$ cat src/rtl/csrm_mac.sv
// Shared multiply-accumulate unit: one registered product, then an add into the sum.
module csrm_mac #(
    parameter int VALUE_BITS = 32
) (
    input  logic                         aclk,
    input  logic                         clr,
    input  logic                         mul_en,
    input  logic                         acc_en,
    input  logic signed [VALUE_BITS-1:0] a,
    input  logic signed [VALUE_BITS-1:0] b,
    output logic [63:0]                  sum
);
    logic signed [2*VALUE_BITS-1:0] prod_reg;
    logic [63:0]                    sum_reg;

    always_ff @(posedge aclk) begin
        if (mul_en) begin
            prod_reg <= a * b;
        end
        if (clr) begin
            sum_reg <= '0;
        end else if (acc_en) begin
            sum_reg <= sum_reg + 64'(prod_reg);
        end
    end

    assign sum = sum_reg;
endmodule

$ cat config.mk
export PLATFORM = sky130hd
export DESIGN_NAME = csrm_mac
export DESIGN_NICKNAME = d
export VERILOG_FILES = /design/src/rtl/csrm_mac.sv
export SDC_FILE = /design/constraint.sdc
export NUM_CORES = 2
export LEC_CHECK = 0
export ABC_AREA = 1
export BUFFER_PORTS_ARGS = -buffer_cell sky130_fd_sc_hd__clkbuf_2
export CAP_MARGIN = 20
export CORE_MARGIN = 5
export CORE_UTILIZATION = 40
export DETAILED_ROUTE_END_ITERATION = 6
export SYNTH_ARGS = -nofsm -noshare
export SYNTH_HDL_FRONTEND = slang
export SYNTH_SLANG_ARGS = --single-unit
$ cat constraint.sdc
create_clock -name aclk -period 8.6 [get_ports aclk]
set_clock_uncertainty 0.2 [all_clocks]
set_input_delay 2.15 -clock aclk [delete_from_list [all_inputs] [get_ports aclk]]
set_output_delay 2.15 -clock aclk [all_outputs]
set_load 0.01 [all_outputs]
[Yosys cells after proc, flatten, opt, wreduce, memory -nomap -nowiden]
Index checks and enable logic that the tools add are counted.
Operators by class
  add/sub/neg operators: 1
  multiply operators: 1
Operators by type and width (count)
  $add A64 B64 Y64: 1
  $mul A32 B32 Y64: 1
Storage, ports and cells
  bits in registers: 128
  input bits: 68

[Depth between registers and ports, before layout]
  word-level depth: 1
  gate-level depth with buffers: 31
  gate-level depth less buffers: 30

[Worst setup path before layout]
No wires, ideal clock.
  kind: input-to-reg
  start point: in a[31]
  end point: reg prod_reg[61], data pin
  library setup time: 252 ps
  data arrival time: 8794 ps
  data required time: 8148 ps
  path slack: -647 ps
  cell stages on the path: 27
  buffers on the path: 1
  path through: clkbuf_1 > nand2_1 > inv_1 > fa_1 > inv_1 > fa_1 > inv_1 > fa_1 > fa_1 > inv_1 > fa_1 > inv_1 > fa_1 > inv_1 > fa_1 > inv_1 > fa_1 > ha_1 > nand2_1 > nor2_1 > inv_1 > nor2_2 > inv_1 > nor4_1 > a21oi_1 > nand3_1 > nand2_1
Between the ends
  cells in the longest elaborated chain, start to end: 1
Ends and longest elaborated chain
  from (decl): line 9  | input logic signed [VALUE_BITS-1:0] a,
  $mul A32 B32 Y64: line 18  | prod_reg <= a * b;
  to (signal assigned): line 18
  to (decl): line 13  | logic signed [2*VALUE_BITS-1:0] prod_reg;
Every way passes these cells.
A chain may end at the register's enable or synchronous reset.

[Worst setup path after layout]
  start point: in a[31]
  end point: reg prod_reg[56], data pin
Same word-level chain as after synthesis.

==> impl_metrics.yaml <==
layout:
  syn2layout_area_growth_pct: 21.7
  drive_gt1_frac: 0.183
  fin_cells: 8328
  num-fill-cells: 11472
  finalNetCount: 8176
global_routing:
  antenna_found_initial: 1
  grt_pass1_vias: 43079
  grt_overflow: 0
  grt_pass1_wl_um: 236000
  grt_max_degree: 81
  grt.total_usage: 0.238
place:
  io_buffers: 131
  dp_hpwl_um: 131000
  routabilityCongestion: 0.948
  dpl.cell_count: 8245
die:
  initial_core_util: 0.402
  rows: 126
  ios: 132
  dieArea_um2: 126000
  die_y_um: 355
  placeableCoreArea_um2: 118000
  die_width_um: 355
detailed_routing:
  dr_wl_met3_um: 7450
  vias: 40170
  wl_per_cell_um: 18.1
  drt-initial-drc-count: 2416
  avgViaCountPerCell: 4.82
  drt_pass1_iterations: 6
  top_layer_used: "met5"
  wl_met1_um: 62800
  ant_nets: 0
  met2_length_um: 75800
  totalWireLength_um: 151000
  drc_errors: 0
synthesis:
  synth_nets: 7607
  async_flop_share: 0
  synth_seq_area_share: 0.0674
  syn_area_per_cell_um2: 7.65
  synth_cell_types: 47
  synth_common_cells: "inv_1, nand2_1, fa_1"
  synth.most_common_cell: "inv_1"
  synth_area_um2: 47500
  ys.flop_type: "edfxtp_1"
  yosys_warnings: 0
  ys_ff_latch: 128
  synth.largest_area_cell: "fa_1"
  synth.area.top_cells: "fa_1, inv_1, nand2_1"
  synth_edf_count: 64
  synth_cells: 6209
  synth_top_area_frac: 0.456
setup_path:
  path_max_fanout: 8
  cp_slowest_cell: "fa_2"
  cp.required_ns: 8.59
  setup.worst_path.class: "in2reg"
  end_kind: "flop"
  start_kind: "primary input"
  max_stage_delay_ns: 0.65
  r2r_slack_ns: 5.63
  crit_arrival_ns: 8.71
  r2r_cells: 13
  critPathMostFrequentCell: "fa_1"
sta:
  report.final.slew_viol_count: 0
  setup_slack_ns: -0.121
  slew_headroom: 0.359
  post-route-min-period_ns: 8.72
  setup_viol: 8
  worst_pin_slew_ns: 0.961
  holdWs_ns: 0.300
  rsz0062_at_grt: "yes"
  hold_viol_final: 0
  timing.fmax_mhz: 115
  period_share: 1.01
  fin_tns_setup_ns: -0.409
run_status:
  status: "finished, violations left"
  violations: "setup timing"
cts:
  clk_pin_slew_ns: 0.07
  cts_max_path_buffers: 2
  root_buffer: "clkbuf_16"
  clkLatencyLatePin_ns: 0.45
  htree_levels: 4
  cts_tree: "done"
  cts_buffers: 17
  clock-sinks: 128
worst_hold_path:
  hold_path_class: "reg2reg"
  min_path_cells: 2
run:
  drv_cap: 0
## final cells by class
cell class                 count  area [µm²]  share of cell area
inverter                    1832        6890               0.119
sequential                   128        3200              0.0554
multi-input combinational   4036       38400               0.663
timing repair inverter         1        7.51            0.000130
tap                         1536        1920              0.0332
clock buffer                  20         478             0.00827
antenna                        1        2.50           0.0000433
clock inverter                12         120             0.00208
timing repair buffer         762        6850               0.118
## placed cells by master (no fill, tap or decap), drive strengths merged, types with 3 or more instances in the layout
master and instances:
o21ai 134, o211ai 3, buf 638, nor3 25, fa 1083, nor4 8
xor2 69, o21a 3, nand2 1636, or2 10, clkbuf 144, and2 4
and3 3, xnor2 20, a31oi 4, a21oi 180, inv 1836, a21boi 5
o21bai 27, a21o 7, nand4 28, clkinv 6, nand3 134, nor2 393
ha 247, dfxtp 64, nand3b 9, edfxtp 64
## path summary, 6_finish.rpt
kind,endpoint,startpoint
hold reg to reg,sum[0],sum[0]
hold / removal,sum[0],sum[0]
setup reg to reg,sum[48],sum[0]
setup / recovery,prod_reg[56],a[31]
## metrics by stage
stage | worst slack, ns | area [µm²] | utilization
6_report | -0.121 | 57800 | 0.490
5_1_grt | -0.323 | 57800 | 0.490
4_1_cts | -0.0878 | 56000 | 0.474
3_5_place_dp | -0.954 | 54900 | 0.465
3_3_place_gp | -1.03 | 54900 | 0.465
2_1_floorplan | -0.263 | 47800 | -
## critical path: cells and delay by family
kind / cells / cell delay, ns
adders and majority gates: 9 / 4.46
buffers and inverters: 12 / 1.17
and+or+nand+nor: 4 / 0.35
AOI/OAI and AO/OA: 3 / 0.33
xor gates and xnor gates: 1 / 0.22
## metal layers
metal,global-route usage,up-vias
li1,-,18768
met1,0.315,20102
met2,0.426,1095
met3,0.0185,203
met4,0.0548,2
met5,0,-
## logic make-up after synthesis
family                     count (synthesis)  synth area share
DFF                                      128            0.0674
AOI/OAI and AO/OA                        366            0.0419
xor gates and xnor gates                  89            0.0164
and+or+nand+nor                         2251             0.191
adders and majority gates               1330             0.521
buffers and inverters                   2045             0.163
## timing repair
action                                  4_1_cts  5_1_grt
endpoints found under the hold margin         0        0
setup buffers                                 7       37
gates cloned                                  1        7
pin swaps                                    23      176
gates resized for setup                     117      400
endpoints found under the setup margin       27       44
hold buffers                                  0        0
Power is left out: the tool's default activity adds up to more than one toggle a clock period on the data nets, which glitch-free logic cannot reach.
