$ cat src/rtl/csrm_ram.sv
// Generic RAM with one write port, one read port and registered read data.
module csrm_ram #(
    parameter int WIDTH = 8,
    parameter int DEPTH = 16
) (
    input  logic                     aclk,
    input  logic                     we,
    input  logic [$clog2(DEPTH)-1:0] waddr,
    input  logic [WIDTH-1:0]         wdata,
    input  logic [$clog2(DEPTH)-1:0] raddr,
    output logic [WIDTH-1:0]         rdata
);
    logic [WIDTH-1:0] mem [DEPTH];

    always_ff @(posedge aclk) begin
        if (we) begin
            mem[waddr] <= wdata;
        end
        rdata <= mem[raddr];
    end
endmodule

$ cat config.mk
export PLATFORM = sky130hd
export DESIGN_NAME = csrm_ram
export DESIGN_NICKNAME = d
export VERILOG_FILES = /design/src/rtl/csrm_ram.sv
export SDC_FILE = /design/constraint.sdc
export NUM_CORES = 1
export LEC_CHECK = 0
export ABC_AREA = 1
export BUFFER_PORTS_ARGS = -buffer_cell sky130_fd_sc_hd__buf_2
export CORE_MARGIN = 4
export CORE_UTILIZATION = 35
export DETAILED_ROUTE_END_ITERATION = 8
export GPL_TIMING_DRIVEN = 0
export PLACE_DENSITY = 0.6
export SLEW_MARGIN = 20
export SYNTH_ARGS = -nofsm -noshare
export SYNTH_HDL_FRONTEND = slang
export SYNTH_SLANG_ARGS = --single-unit
$ cat constraint.sdc
create_clock -name aclk -period 1.8 [get_ports aclk]
set_clock_uncertainty 0.05 [all_clocks]
set_input_delay 0.36 -clock aclk [delete_from_list [all_inputs] [get_ports aclk]]
set_output_delay 0.36 -clock aclk [all_outputs]
set_load 0.05 [all_outputs]
-- Yosys cells after proc, flatten, opt, wreduce, memory -nomap -nowiden
Memories as Yosys holds them, arrays and structs flattened. A register that Yosys moved wholly into a read port is not among the register bits.
Cells that the tools add are included.
- add/sub/neg operators: 0
- $mul: 0
- div/mod/pow operators: 0
- magnitude comparators: 0
- eq/ne operators: 0
- shifts and indexed selects: 0
- multiplexer cells: 2
- bitwise operators: 0
- reduce and logical (&&, ||, !) cells: 0
- operator list (operator ; count):
    1-bit 2-to-1 mux ; 2
- flip-flop bits (word level): 0
- bits in latches: 0
- bits in writable memories: 128
- memory bits (read-only): 0
- input port bits: 18
- output and inout port bits: 8
- logic and storage cells: 3
- memories kept: 1
- memories (name ; depth ; width ; read ports ; clocked after memory_dff ; wr ports ; line ; source):
    mem ; 16 ; 8 ; 1 ; 1 ; 1 ; 13 ; logic [WIDTH-1:0] mem [DEPTH];

-- Logic depth before layout (Yosys ltp)
Gate-level depths: netlist of the first run.
- word-level depth: 2
- mapped depth: 8
- depth with buffers taken out: 7

-- Worst setup path after synthesis of the first run
No wires, ideal clock.
- kind: input port to flip-flop
- start: in waddr[2]
- end: mem mem[10][0], enable pin
- arrival time: 0.941 ns
- slack: 0.439 ns
- stages on the path: 2
- cells stage by stage: nand3b_1 > nor2_1
- RTL lines (element ; line ; source):
    start: declaration ; 8 ; input logic [$clog2(DEPTH)-1:0] waddr,
    end: declaration ; 13 ;
Straight into the memory's write port.

-- Worst setup path in the final report of the first run
- start: in waddr[3]
- end: mem mem[6][5], enable pin
Straight into the memory's write port.

==> metrics, run 1 <==
status finished, final reports clean; Power Dens Cells 1070 mW/mm^2; initial core utilization 0.360; largest area contributor in the netlist edfxtp_1; Tightest Pin Transition 0.841 ns; sequential fraction of the synthesis area 0.694; Final Hold Viols 0; Worst Path Arrival 1.48 ns; CP Data Required Time 1.79 ns; Clock Path Buffers 2; Synth area leaders edfxtp_1 67%, nand2_1 11%, nand3_1 8.4%; Worst Setup SP waddr[3]; Slew HR 0.437; share of the synthesized area in the top cell type 0.667; initial drt markers 411; min cycle time layout 1.49 ns; cell count after synthesis 551; clk slew on worst S/H paths 0.05 ns; Final Max Slew Viols 0; CTS tree built; PostCTS Resize Cnt 0; YS warnings 0; DP Cell Count 789; HP Start raddr[2]; largest net degree at the start of global routing 17; Die Wd 136 um; Synth Register Bits 136; HP Class input port to flop; cell area after synthesis 0.00577 mm^2; crit path cell chain buf_2, nand3b_1, nor2_1; FMAX 0.670 GHz; TritonRoute pass-1 iters 5; All-Layer GR Usage 0.155; fraction of layout cells with a size suffix above 1 0.116; distinct cell type count of the synthesized netlist 12; most common cell after layout, fill and taps aside nand2_1; grt total ovfl 0; routed via count 3822; Mapped Avg Cell Area 10.5 um^2; # DRC 0; H-Tree Depth 4; Rows 46; Setup TNS 0 ns; clk sinks 136; die area 0.0186 mm^2; vias per inst 4.66; DP Wirelength 9.21 mm; GPL Wtd Cong 0.870; Inserted Clock Buffers 17; Finished Core Util 0.417; Final Instance Count excl. Fillers 821; hold_buf cts 0; core footprint 0.0160 mm^2; peak supply drop 0.726 mV; slowest cell on the critical path nor2_1; Root Driver clkbuf_16; Final setup viols 0; Diodes inserted 0; Layout Nets 610; R2R Path Start mem[5][2]; Max stage delay on crit path 0.71 ns; Worst Hold Depth 4; Mapped Nets 569; Final ANT Viol Nets 0; vias in the first global route 3666; Avg WL per Cell 16.8 um; Syn-to-layout area delta 15.6%; Crit Path Max Fanout 8; initial antenna violation count 0; # IOs 26; crit path launch type input port; Crit Path Class input port to flop; leakage power 2.86 nW; worst hold slack 0.316 ns; Vert. Die Dim 136 um; final period utilization 0.829; worst r2r path cells 6; Max-Cap Viols 0; post-CTS setup buffer count 0; first-pass GRT wire length 20.8 mm; Routed WL 13.8 mm; PortBufs 22; capturing element type of the critical path flop; most frequent cells in the layout 173 x nand2_1, 128 x edfxtp_1, 100 x inv_1; Clock Latency Late Sink 0.42 ns; fillers 1550; RSZ-0062 raised after global routing false
## where the power goes
group          internal (mW)  switching, mW  leakage [nW]  total (mW)
Combinational          0.136          0.393          1.39       0.529
Clock                   1.86           1.22         0.245        3.08
Sequential              3.54         0.0169          1.22        3.56
## synth_stat cells
| master | number |
|---|---|
| buf_1 | 1 |
| inv_1 | 100 |
| buf_4 | 4 |
| edfxtp_1 | 128 |
| dfxtp_1 | 8 |
| nor2_1 | 17 |
| nand2_1 | 173 |
| buf_6 | 6 |
| nand3b_1 | 2 |
| inv_2 | 2 |
| buf_2 | 13 |
| nand3_1 | 97 |
## worst max-delay path, delay by kind of cell
family / cells / cell delay, ns
buffers and inverters: 1 / 0.12
and+or+nand+nor: 2 / 1.00
## per-layer routing
layer,track usage,vias up,share of wire
met4,0.0705,0,0.031
met3,0.0344,26,0.063
li1,-,1855,-
met2,0.249,148,0.47
met1,0.201,1793,0.43
met5,0,-,0
## registers in the layout, indices dropped and copies added (netlist names)
name,flops
rdata,8
mem,128
## cell families after synthesis
| logic type | Yosys count | share of synthesized area |
|---|---|---|
| AND/OR/NAND/NOR | 289 | 0.210 |
| flip-flops | 136 | 0.694 |
| buffers and inverters | 126 | 0.0952 |
## area by class of cell
| type | instances | area, um^2 | share of cell area |
|---|---|---|---|
| flip-flops and latches | 136 | 4000 | 0.600 |
| multi-input cells | 289 | 1210 | 0.182 |
| clock buffers | 20 | 437 | 0.0655 |
| inverters | 102 | 383 | 0.0574 |
| well taps | 216 | 270 | 0.0405 |
| plain buffers | 24 | 166 | 0.0250 |
| repair buffers | 22 | 110 | 0.0165 |
| clock inverters | 12 | 85.1 | 0.0128 |
## stage by stage
step                area [um^2]  total power, mW  worst slack [ns]
detailed placement         6150             4.15           -0.0903
floorplan                  5770             3.95             0.439
global placement           6150             4.14           -0.0542
CTS                        6670             7.21             0.355
global route               6670             7.39             0.251
finish                     6670             7.17             0.308
## path summary, 6_finish.rpt
| path | end | slack, ns |
|---|---|---|
| setup reg to reg | rdata[2] | 0.73 |
| hold reg to reg | rdata[2] | 0.64 |
| hold / removal | rdata[1] | 0.32 |
| setup / recovery | mem[6][5] | 0.31 |
Note: power is estimated with default switching activity, not from simulation.
==> run 2, diff against run 1 <==
- clock period: 1.8 -> 1.4 ns (I/O delays scaled with it)
==> run 2 against run 1 <==
Die area unchanged. Via count is 0.37% higher. Combinational power up 29%. First-iteration DRC count decreased by 3.6%. Register-to-register slack worse by 0.40 ns. Clock power grew 29%. Worst setup slack worse by 0.30 ns. Critical path depth unchanged. Final area up 0.15%. Wire length increased by 0.43%. Count of clock-buffer cells in the layout unchanged. Sequential cell count unchanged. Critical endpoint is now mem[7][2].
==> metrics, run 2 (synthesis results as in run 1) <==
status finished, final reports clean; initial drt markers 396 (-3.6%); Vert. Die Dim 136 um (unchanged); Switching Share 0.229 (+0.00118); DP Cell Count 789 (unchanged); Syn-to-layout area delta 15.8%; capturing element type of the critical path flop; H-Tree Depth 4 (unchanged); Final Instance Count excl. Fillers 821 (unchanged); core footprint 0.0160 mm^2 (unchanged); Final setup viols 0 (unchanged); most common cell after layout, fill and taps aside nand2_1; clock power share 0.430 (about the same); FMAX 0.718 GHz; RSZ-0062 raised after global routing true; initial antenna violation count 0 (unchanged); NetSw 2.11 mW (+29%); Clock Latency Late Sink 0.42 ns (about the same); Rows 46 (unchanged); Crit Path Class input port to flop; Design Area, Final 0.00668 mm^2 (+0.15%); PortBufs 22 (unchanged); Layout Nets 610 (unchanged); post-CTS setup buffer count 0 (unchanged); Avg WL per Cell 16.9 um (+0.43%); Die Wd 136 um (unchanged); worst hold slack 0.228 ns (-0.0881 ns); peak supply drop 0.939 mV (+29%); Clock Path Buffers 2 (unchanged); hold_buf cts 0 (unchanged); clk slew on worst S/H paths 0.05 ns (about the same); first-pass GRT wire length 20.8 mm (unchanged); DP Wirelength 9.21 mm (unchanged); TritonRoute pass-1 iters 5 (unchanged); # IOs 26 (unchanged); Power Dens Cells 1380 mW/mm^2 (+29%); Slew HR 0.447 (+0.0100); Crit Path Max Fanout 8 (unchanged); leakage power 2.85 nW (about the same); share of total power in sequential cells 0.496 (about the same); Reg with most FFs mem; min cycle time layout 1.39 ns; total power 9.23 mW (+29%); CTS tree built; Final Hold Viols 0 (unchanged); Inserted Clock Buffers 17 (unchanged); GPL Wtd Cong 0.870 (unchanged); Root Driver clkbuf_16; Worst Path Arrival 1.39 ns (-0.09 ns); die area 0.0186 mm^2 (unchanged); Comb power frac 0.074 (about the same); final period utilization 0.994; crit path launch type input port; Max-Cap Viols 0 (unchanged); biggest regs mem (128), rdata (8); Diodes inserted 0 (unchanged); routed via count 3836 (+0.37%); Final ANT Viol Nets 0 (unchanged); # DRC 0 (unchanged); vias per inst 4.67 (+0.37%); max reg flops 128 (unchanged); initial core utilization 0.360 (unchanged); grt total ovfl 0 (unchanged); fraction of layout cells with a size suffix above 1 0.122 (+0.00661); R2R setup slack 0.33 ns (-0.40 ns); largest net degree at the start of global routing 17 (unchanged); Post-DP Area 0.00615 mm^2 (unchanged); most frequent cells in the layout 173 x nand2_1, 128 x edfxtp_1, 100 x inv_1; vias in the first global route 3666 (unchanged); Tightest Pin Transition 0.826 ns (-0.0150 ns); HP Class input port to flop; CP Data Required Time 1.40 ns (-0.39 ns); Final Max Slew Viols 0 (unchanged); Routed WL 13.9 mm (+0.43%); clk sinks 136 (unchanged); Pint 7.12 mW (+29%); All-Layer GR Usage 0.155 (unchanged)
==> run 2: cell counts in the layout (fill, tap and decap cells not counted) <==
Identical to the previous run, type by type.
==> run 2: power groups by stage <==
| stage | clock (mW) | combinational [mW] | sequential [mW] |
|---|---|---|---|
| finish | 3.97 | 0.684 | 4.58 |
| detailed placement | 0 | 0.676 | 4.66 |
| global placement | 0 | 0.670 | 4.66 |
| global route | 4.18 | 0.739 | 4.58 |
| CTS | 4.01 | 0.680 | 4.58 |
| floorplan | 0 | 0.321 | 4.75 |
==> run 2: layout make-up <==
class                           instances  area, um^2
Fill cell                            1549        9320
Sequential cell                       136        4000
Multi-Input combinational cell        289        1220
Clock buffer                           20         437
Inverter                              102         383
Tap cell                              216         270
Buffer                                 24         166
Timing Repair Buffer                   22         110
Clock inverter                         12        85.1
==> run 2: worst max-delay path: stages <==
cell	delay [ns]
buf_2	0.12
nand3b_1	0.29
nor2_1	0.69
==> run 2: worst paths after layout <==
check | start | endpoint | cells after the start
worst max-delay path | waddr[3] | mem[7][2] | 3
worst min-delay path | raddr[2] | rdata[1] | 4
worst max register to register | mem[5][2] | rdata[2] | 6
worst min register to register | mem[12][2] | rdata[2] | 6
==> run 2: routing by layer <==
metal	global-route usage	up-vias	routed length (um)
li1	-	1857	-
met1	0.201	1795	6050
met2	0.249	155	6460
met3	0.0344	29	910
met4	0.0705	0	439
met5	0	-	0
==> run 2: timing repair <==
item / in CTS / in global routing
setup endpoints to repair: 0 / 46
endpoints found under the hold margin: 0 / 0
resized for setup: 0 / 4
==> run 2: stage by stage <==
stage | worst slack [ns] | util | TNS (ns)
2_1_floorplan | 0.119 | - | 0
3_3_place_gp | -0.374 | 0.384 | -35.99
3_5_place_dp | -0.410 | 0.384 | -39.23
4_1_cts | 0.0347 | 0.417 | 0
5_1_grt | -0.0600 | 0.417 | -1.07
6_report | 0.00818 | 0.417 | 0
==> run 3, diff against run 2 <==
- CORE_MARGIN: 4 -> 1.5
==> run 3 against run 2 <==
Final area increased by 1.1%. Largest cell class unchanged. Sequential power hardly changed. Die area decreased by 7.2%. Final cell count unchanged. Largest power group unchanged. Worst setup slack gained 0.015 ns. Critical endpoint is now mem[7][5].
==> metrics, run 3 (synthesis results as in run 1) <==
Inserted Clock Buffers 17 (unchanged); routed via count 3773 (-1.6%); Worst Setup SP waddr[3]; core footprint 0.0160 mm^2 (unchanged); Reg with most FFs mem; Crit Path Class input port to flop; # IOs 26 (unchanged); Syn-to-layout area delta 17.1%; Layout Nets 610 (unchanged); Clock Path Buffers 2 (unchanged); # DRC 0 (unchanged); Final setup viols 0 (unchanged); FMAX 0.726 GHz (+1.1%); Slew HR 0.467 (+0.0200); final period utilization 0.984 (-0.0105); met3 WL 860 um (-5.5%); DP Wirelength 9.11 mm (-1.1%); H-Tree Depth 4 (unchanged); Root Driver clkbuf_16; fraction of layout cells with a size suffix above 1 0.129 (+0.00661); Crit Path Max Fanout 8 (unchanged); clk slew on worst S/H paths 0.06 ns (about the same); GPL Wtd Cong 0.875 (+0.66%); Vert. Die Dim 131 um (-3.7%); max reg flops 128 (unchanged); Setup TNS 0 ns (unchanged); Tightest Pin Transition 0.797 ns (-0.0298 ns); initial core utilization 0.360 (unchanged); crit path launch type input port; All-Layer GR Usage 0.165 (+0.0101); Metal-1 WL 5.92 mm (-2.1%); initial antenna violation count 0 (unchanged); die area 0.0173 mm^2 (-7.2%); hold_buf cts 0 (unchanged); Max-Cap Viols 0 (unchanged); TritonRoute pass-1 iters 8 (+3); grt total ovfl 0 (unchanged); vias in the first global route 3588 (-2.1%); largest net degree at the start of global routing 17 (unchanged); HP Class input port to flop; DP Cell Count 789 (unchanged); R2R Path Start mem[0][4]; Final Instance Count excl. Fillers 821 (unchanged); Power Dens Cells 1440 mW/mm^2 (+4.5%); Die Wd 131 um (-3.7%); leakage power 2.91 nW (+1.8%); min cycle time layout 1.38 ns (-0.0147 ns); routed wl met2 6.49 mm (+0.51%); post-CTS setup buffer count 0 (unchanged); Worst Hold Depth 1 (-3); PortBufs 22 (unchanged); RSZ-0062 raised after global routing true; Routed WL 13.6 mm (-1.9%); Worst Path Arrival 1.37 ns (-0.02 ns); worst r2r path cells 6 (unchanged); Avg WL per Cell 16.6 um (-1.9%); CP Data Required Time 1.39 ns (about the same); total power 9.75 mW (+5.6%); most frequent cells in the layout 173 x nand2_1, 128 x edfxtp_1, 100 x inv_1; initial drt markers 288 (-27%); Clock Latency Late Sink 0.42 ns (about the same); Final Max Slew Viols 0 (unchanged); clk sinks 136 (unchanged); Diodes inserted 0 (unchanged); first-pass GRT wire length 21.0 mm (+0.66%); Final Hold Viols 0 (unchanged); peak supply drop 0.859 mV (-8.5%); capturing element type of the critical path flop; status finished, final reports clean; Final ANT Viol Nets 0 (unchanged); Rows 46 (unchanged); biggest regs mem (128), rdata (8); worst hold slack 0.231 ns (+0.00295 ns); most common cell after layout, fill and taps aside nand2_1; CTS tree built; top layer in use met4; vias per inst 4.60 (-1.6%); Finished Core Util 0.422 (+0.00461); HP Start wdata[6]
run 3: cell count changes in the layout (fill, tap and decap cells not counted), sizes merged:
cell,delta
clkbuf,+3
clkinv,-3
bufinv,+2
clkinvlp,-2
run 3: routing by layer:
metal,up-vias,global-route usage
li1,1853,-
met1,1754,0.214
met3,23,0.0336
met5,-,0
met2,143,0.267
met4,0,0.0772
run 3: critical path: stages:
cell and delay [ns]:
buf_2 0.11, nand3b_1 0.29, nor2_1 0.68
run 3: repair_timing:
item / CTS / global route
endpoints found under the hold margin: 0 / 0
endpoints found under the setup margin: 0 / 24
resized for setup: 0 / 2
run 3: layout make-up:
cell class                 instances  area [um^2]
multi-input combinational        289         1220
timing repair buffer              22          110
sequential                       136         4000
tap                              216          270
clock buffer                      23          478
buffer                            24          166
fill                            1564         9250
clock inverter                     9          123
inverter                         102          383
run 3: worst paths after layout:
check / slack [ns] / end
setup reg to reg: 0.32 / rdata[4]
hold / removal: 0.23 / mem[12][6]
hold reg to reg: 0.63 / rdata[2]
setup / recovery: 0.02 / mem[7][5]
run 3: metrics by stage:
stage | area [um^2] | setup slack, ns
after floorplan | 5770 | 0.119
after global placement | 6150 | -0.364
after detailed placement | 6150 | -0.415
after CTS | 6750 | 0.0289
after global routing | 6750 | -0.0336
final | 6750 | 0.0229
run 3: where the power goes:
part / internal [mW] / total, mW / leakage (nW) / switching (mW)
clock: 2.92 / 4.49 / 0.297 / 1.57
combinational: 0.175 / 0.685 / 1.39 / 0.509
sequential: 4.55 / 4.58 / 1.22 / 0.0217
